--- src/rtl/core/dfr_pkg.sv ---
// Package for the decimal fraction reducer: sequencer states, the control
// bundle between sequencer and datapath, and the field widths.
// No dependencies.
package dfr_pkg;

  localparam int unsigned INCH_W = 16;
  localparam int unsigned FRAC_W = 20;

  // Inverse of 5 modulo 2^20, and the largest 20-bit value that is an exact
  // multiple image under that inverse, floor((2^20 - 1) / 5).
  localparam logic [FRAC_W-1:0] INV5      = 20'hCCCCD;
  localparam logic [FRAC_W-1:0] DIV5_MAX  = 20'h33333;

  typedef enum logic [1:0] {
    ST_IDLE,
    ST_STEP,
    ST_DONE
  } dfr_state_t;

  typedef struct packed {
    logic idle;    // ready for a new request
    logic load;    // capture the incoming request
    logic step;    // run one reduction step
    logic finish;  // move the result into the output register
  } dfr_ctl_t;

  function automatic longint unsigned pow10(input int unsigned n);
    longint unsigned p;
    p = 64'd1;
    for (int unsigned k = 0; k < n; k++) begin
      p = p * 64'd10;
    end
    return p;
  endfunction

endpackage

--- src/rtl/core/dfr_div5.sv ---
// Shared exact divide-by-five unit of the decimal fraction reducer.
// Depends on dfr_pkg.
module dfr_div5 (
  input  logic [dfr_pkg::FRAC_W-1:0] value,
  output logic [dfr_pkg::FRAC_W-1:0] quotient,
  output logic                       divisible
);

  // Multiplying by the modular inverse of 5 gives value/5 exactly when the
  // division has no remainder; otherwise the product lands above DIV5_MAX.
  // Only the low FRAC_W bits of the product are needed.
  assign quotient  = value * dfr_pkg::INV5;
  assign divisible = (quotient <= dfr_pkg::DIV5_MAX);

endmodule

--- src/rtl/core/dfr_fsm.sv ---
// Sequencer of the decimal fraction reducer: counts the reduction steps and
// hands control to the datapath. Depends on dfr_pkg.
module dfr_fsm #(
  parameter int unsigned DIGITS = 6
) (
  input  logic             clk,
  input  logic             rst_n,
  input  logic             start,
  input  logic             out_free,
  output dfr_pkg::dfr_ctl_t ctl
);

  localparam int unsigned CNT_W = $clog2(DIGITS + 1);
  localparam logic [CNT_W-1:0] LAST = CNT_W'(DIGITS - 1);

  dfr_pkg::dfr_state_t state_r, state_nxt;
  logic [CNT_W-1:0]    cnt_r, cnt_nxt;

  always_ff @(posedge clk) begin
    if (!rst_n) begin
      state_r <= dfr_pkg::ST_IDLE;
      cnt_r   <= '0;
    end else begin
      state_r <= state_nxt;
      cnt_r   <= cnt_nxt;
    end
  end

  always_comb begin
    state_nxt = state_r;
    cnt_nxt   = cnt_r;
    unique case (state_r)
      dfr_pkg::ST_IDLE: begin
        cnt_nxt = '0;
        if (start) begin
          state_nxt = dfr_pkg::ST_STEP;
        end
      end
      dfr_pkg::ST_STEP: begin
        cnt_nxt = cnt_r + 1'b1;
        if (cnt_r == LAST) begin
          state_nxt = dfr_pkg::ST_DONE;
        end
      end
      dfr_pkg::ST_DONE: begin
        if (out_free) begin
          state_nxt = dfr_pkg::ST_IDLE;
        end
      end
      default: state_nxt = dfr_pkg::ST_IDLE;
    endcase
  end

  always_comb begin
    ctl = '0;
    unique case (state_r)
      dfr_pkg::ST_IDLE: begin
        ctl.idle = 1'b1;
        ctl.load = start;
      end
      dfr_pkg::ST_STEP: ctl.step   = 1'b1;
      dfr_pkg::ST_DONE: ctl.finish = out_free;
      default: ctl = '0;
    endcase
  end

endmodule

--- src/rtl/core/decimal_fraction_reducer_core.sv ---
// Decimal fraction reducer. Each request carries whole inches and a fraction
// scaled by 10^DIGITS; the result carries the inches unchanged and the fraction
// in lowest terms, with a zero fraction reported as 0/1 and a fraction at or
// above 10^DIGITS saturated to 10^DIGITS - 1. A request is loaded, makes
// DIGITS passes through the shared divide-by-five and halve step, and is then
// moved into the output register once that register is free. A new request is
// taken while the previous result waits.
// Depends on dfr_pkg, dfr_div5 and dfr_fsm.
module decimal_fraction_reducer_core #(
  parameter int unsigned DIGITS = 6
) (
  input  logic        clk,
  input  logic        rst_n,
  input  logic        in_tvalid,
  output logic        in_tready,
  input  logic [39:0] in_tdata,   // whole_inches[15:0], fraction_digits[35:16], zero pad
  output logic        out_tvalid,
  input  logic        out_tready,
  output logic [55:0] out_tdata   // inches_out[15:0], numerator[35:16], denominator[55:36]
);

  localparam int unsigned     FW    = dfr_pkg::FRAC_W;
  localparam longint unsigned SCALE = dfr_pkg::pow10(DIGITS);
  localparam logic [FW-1:0]   SAT   = FW'(SCALE - 64'd1);

  dfr_pkg::dfr_ctl_t ctl;

  logic [dfr_pkg::INCH_W-1:0] inch_r;
  logic [FW-1:0]              num_r, den_r;
  logic [FW-1:0]              frac_in, frac_sat;
  logic [FW-1:0]              q5, num_a, num_nxt, den_a, den_nxt;
  logic                       div5, even;
  logic                       out_valid_r;
  logic [55:0]                out_data_r;

  assign frac_in  = in_tdata[35:16];
  assign frac_sat = ({44'd0, frac_in} >= SCALE) ? SAT : frac_in;

  dfr_fsm #(.DIGITS(DIGITS)) u_fsm (
    .clk      (clk),
    .rst_n    (rst_n),
    .start    (in_tvalid),
    .out_free (!out_valid_r || out_tready),
    .ctl      (ctl)
  );

  dfr_div5 u_div5 (
    .value     (num_r),
    .quotient  (q5),
    .divisible (div5)
  );

  // Each step strips at most one factor of 2 and one of 5 from the numerator.
  // A factor that cannot be stripped stays in the denominator instead, so after
  // DIGITS steps den = 2^(DIGITS-a) * 5^(DIGITS-b). Zero divides by both and
  // therefore ends as 0/1.
  assign even    = ~num_r[0];
  assign num_a   = div5 ? q5 : num_r;
  assign num_nxt = even ? (num_a >> 1) : num_a;
  assign den_a   = even ? den_r : (den_r << 1);
  assign den_nxt = div5 ? den_a : (den_a + (den_a << 2));

  always_ff @(posedge clk) begin
    if (ctl.load) begin
      inch_r <= in_tdata[15:0];
      num_r  <= frac_sat;
      den_r  <= FW'(1);
    end else if (ctl.step) begin
      num_r  <= num_nxt;
      den_r  <= den_nxt;
    end
  end

  always_ff @(posedge clk) begin
    if (!rst_n) begin
      out_valid_r <= 1'b0;
    end else if (ctl.finish) begin
      out_valid_r <= 1'b1;
    end else if (out_tready) begin
      out_valid_r <= 1'b0;
    end
  end

  always_ff @(posedge clk) begin
    if (ctl.finish) begin
      out_data_r <= {den_r, num_r, inch_r};
    end
  end

  assign in_tready  = ctl.idle;
  assign out_tvalid = out_valid_r;
  assign out_tdata  = out_data_r;

endmodule

--- config.mk ---
export PLATFORM = sky130hd
export DESIGN_NAME = decimal_fraction_reducer_core
export DESIGN_NICKNAME = d
export VERILOG_FILES = /design/src/rtl/core/dfr_pkg.sv /design/src/rtl/core/dfr_div5.sv /design/src/rtl/core/dfr_fsm.sv /design/src/rtl/core/decimal_fraction_reducer_core.sv
export SDC_FILE = /design/constraint.sdc
export NUM_CORES = 1
export LEC_CHECK = 0
export ABC_AREA = 1
export BUFFER_PORTS_ARGS = -buffer_cell sky130_fd_sc_hd__buf_4
export CORE_ASPECT_RATIO = 1.5
export CORE_MARGIN = 2
export CORE_UTILIZATION = 45
export CTS_CLUSTER_SIZE = 24
export DETAILED_ROUTE_END_ITERATION = 6
export HOLD_SLACK_MARGIN = 0.02
export PLACE_DENSITY = 0.66
export SLEW_MARGIN = 10
export SYNTH_ARGS = -nofsm -noshare
export SYNTH_HDL_FRONTEND = slang
export SYNTH_SLANG_ARGS = --single-unit
--- constraint.sdc ---
create_clock -name clk -period 7.7 [get_ports clk]
set_input_delay 1.54 -clock clk [delete_from_list [all_inputs] [get_ports clk]]
set_output_delay 1.54 -clock clk [all_outputs]
set_load 0.1 [all_outputs]
==> flow_summary.toml <==
[clock_tree]
ctsHoldBuffers = 0
cts_max_level = 4
cts-buffers-inserted = 17
post_cts_buffers = 0
insertion_delay_ps = 430
cts.sinks = 118
cts_buffer_depth = 2
clk_pin_slew_ps = 60
ctsResizeCount = 0
cts-root-buf = "clkbuf_16"
cts_tree = "done"

[setup_path]
regToRegSetupSlack_ps = 1180
path_cells = "ha_1, fa_1, fa_1, inv_1, fa_1, fa_1, inv_1, fa_1, fa_1, ha_1, inv_1, nor3_1, nand3_1, nand3_1, inv_1, nand3_1, nand2_4, nand3_4, buf_4, nand2_1, nand3_1, o21ai_0"
timing.rr.end = "den_r[17]$_SDFFE_PP0P_"
cpMostUsedCell = "fa_1"
path_buf_inv = 5
worstPathRequired_ps = 7970
worstPathMaxFanout = 31
crit_type = "register to register"
slowest_delay_ps = 560
reg2regPathDepth = 22
cp_slowest_cell = "fa_1"
worstSetupEndpointType = "register"
cp_top_family = "adder cells"
start_kind = "register"
cp_data_arrival_time_ps = 6790
regToRegStartpoint = "num_r[7]$_DFFE_PP_"

[logic_synthesis]
synth.most_common_cell = "nand2_1"
yosysTopAreaCell = "edfxtp_1"
yosys-top-cells-area = "edfxtp_1, ha_1, fa_1, nand2_1, inv_1"
async_flop_share_pct = 0
syn_nets = 1289
synth-edff-count = 92
ys_seq_area_share_pct = 34.5
ys.flop_type = "edfxtp_1"
synthCells = 1077
avgSynthCellArea_um2 = 8.83
synth_warnings = 0
synth_top_area_share_pct = 29.0
ys_top_cells_by_count = "nand2_1, inv_1, ha_1"
synth_seq_cells = 118
mappedNetlistArea_um2 = 9510
synth_cell_types = 50

[drt]
final_antenna_net_count = 0
vias = 7484
wl_per_cell_um = 16.0
drt_first_pass_iters = 5
drt-initial-drc-count = 327
wl_um = 23400
drc_errors = 0
via_per_inst = 5.11

[die]
rows = 65
design.core.area_um2 = 20900
ios = 102
initial_utilization_pct = 45.5
dieWidth_um = 123
die_h_um = 182
die_area_um2 = 22300

[timing]
max_freq_mhz = 153
clock_skew_ps = 11.5
finalHoldViolCount = 0
rsz0062_at_grt = "no"
worst_slack_ps = 1180
slew_headroom_pct = 22.5
fin_crit_sh_pct = 84.7
setup_violations = 0
setup_tns_ps = 0
worst_pin_slew_ps = 1160
slew_violations = 0
min_period_ps = 6520

[final_layout]
n_antenna_cell = 0
finalNonFillerCells = 1465
num-nets-final = 1396
syn_to_final_growth_pct = 17.2
drive_gt1_share_pct = 14.0

[hold_path]
hold_end = "out_tdata[5]$_DFFE_PP_"
holdCritPathClass = "register to register"
hold_path_startpoint = "inch_r[5]$_DFFE_PP_"
holdPathStages = 0

[place]
io_buffer_count = 97
hpwl_um = 18800
dp.cells = 1433
dp_worst_setup_slack_ps = 1230
gp_congestion = 0.898

[global_route]
first_global_vias = 7576
gr-usage-met3_pct = 3.00
gr-max-usage-layer = "met2"
grt_pass1_wl_um = 37500
overflow = 0
antenna_found_initial = 0
grt_usage_pct = 21.9
use_met2_pct = 41.8
use_met1_pct = 23.8
grt_max_degree = 39

[job]
max-cap-violations = 0

[outcome]
status = "completed"
==> final cells by class <==
| cell class | instances | area, um^2 |
|---|---|---|
| clock buffer | 23 | 499 |
| fill | 1921 | 9750 |
| sequential | 118 | 3280 |
| timing repair buffer | 107 | 803 |
| inverter | 201 | 754 |
| clock inverter | 9 | 114 |
| tap | 268 | 335 |
| multi-input combinational | 739 | 5360 |
==> metrics by stage <==
stage               utilization (%)  instance area [um^2]  hold slack (ps)
floorplan                         -                  9510              400
global placement               50.4                 10500              400
detailed placement             50.4                 10500              406
CTS                            53.3                 11100              418
global route                   53.3                 11100              424
finish                         53.3                 11100              417
==> routing by layer <==
metal / vias to the layer above / part of all wire (%)
met5: - / 0
met1: 3527 / 38
li1: 3754 / -
met3: 40 / 3.3
met4: 0 / 3.0
met2: 163 / 56
==> kinds of logic (layout without fill, tap and decap cells) <==
kind of cell | Yosys count | in the layout | share of synthesized area [%]
AND/OR/NAND/NOR | 435 | 435 | 20.4
buffers and inverters | 220 | 340 | 9.19
adder cells (fa/ha/maj) | 168 | 168 | 26.1
flip-flops | 118 | 118 | 34.5
AO/OA/AOI/OAI | 94 | 94 | 5.59
XOR/XNOR | 30 | 30 | 2.96
multiplexers | 12 | 12 | 1.26
==> placed cells by master (no fill, tap or decap), drive strengths merged <==
| cell | instances |
|---|---|
| clkinv | 6 |
| nand2 | 239 |
| nor4 | 2 |
| mux2i | 12 |
| or2 | 4 |
| xor2 | 20 |
| a21oi | 32 |
| o21ai | 42 |
| nor2 | 55 |
| nor3 | 6 |
| nand3 | 99 |
| o2111ai | 1 |
| o31ai | 1 |
| o221ai | 1 |
| ha | 117 |
| o21bai | 6 |
| and2 | 1 |
| clkbuf | 23 |
| nand3b | 3 |
| a31oi | 1 |
| and3 | 1 |
| buf | 107 |
| bufinv | 2 |
| dfxtp | 26 |
| clkinvlp | 2 |
| a21o | 4 |
| fa | 51 |
| inv | 200 |
| o22ai | 2 |
| nand4 | 24 |
| a31o | 1 |
| o211ai | 1 |
| o21a | 1 |
| xnor2 | 10 |
| edfxtp | 92 |
| nand2b | 1 |
| a211oi | 1 |
==> how the worst max path moves through the flow <==
stage / cells past startpoint / slack [ps] / end / startpoint
final: 22 / 1180 / den_r[17]$_SDFFE_PP0P_ / num_r[7]$_DFFE_PP_
after floorplan: 2 / 1760 / out_tdata[0]$_DFFE_PP_ / out_tready
after global routing: 22 / 860 / den_r[18]$_SDFFE_PP0P_ / num_r[7]$_DFFE_PP_
after detailed placement: 22 / 1230 / den_r[17]$_SDFFE_PP0P_ / num_r[7]$_DFFE_PP_
after CTS: 22 / 1180 / den_r[17]$_SDFFE_PP0P_ / num_r[7]$_DFFE_PP_
after global placement: 22 / 1220 / den_r[18]$_SDFFE_PP0P_ / num_r[7]$_DFFE_PP_
==> worst reg2reg max path: stages, from the launching register on <==
cell and delay (ps):
edfxtp_1 540, ha_1 410, fa_1 490, fa_1 530
inv_1 50, fa_1 470, fa_1 550, inv_1 60
fa_1 560, fa_1 450, ha_1 330, inv_1 110
nor3_1 250, nand3_1 110, nand3_1 130, inv_1 50
nand3_1 110, nand2_4 160, nand3_4 300, buf_4 410
nand2_1 110, nand3_1 80, o21ai_0 100
==> sequential cells by signal, indices dropped and copies added, names as in the netlist, named ones only <==
| signal | cells |
|---|---|
| out_tdata | 56 |
| den_r | 20 |
| num_r | 19 |
| inch_r | 16 |
| u_fsm.cnt_r | 3 |
| u_fsm.state_r | 2 |
| out_tvalid | 1 |
Power is not shown: default switching activity piles up to over one toggle a cycle in this logic, so the estimate is an artifact.
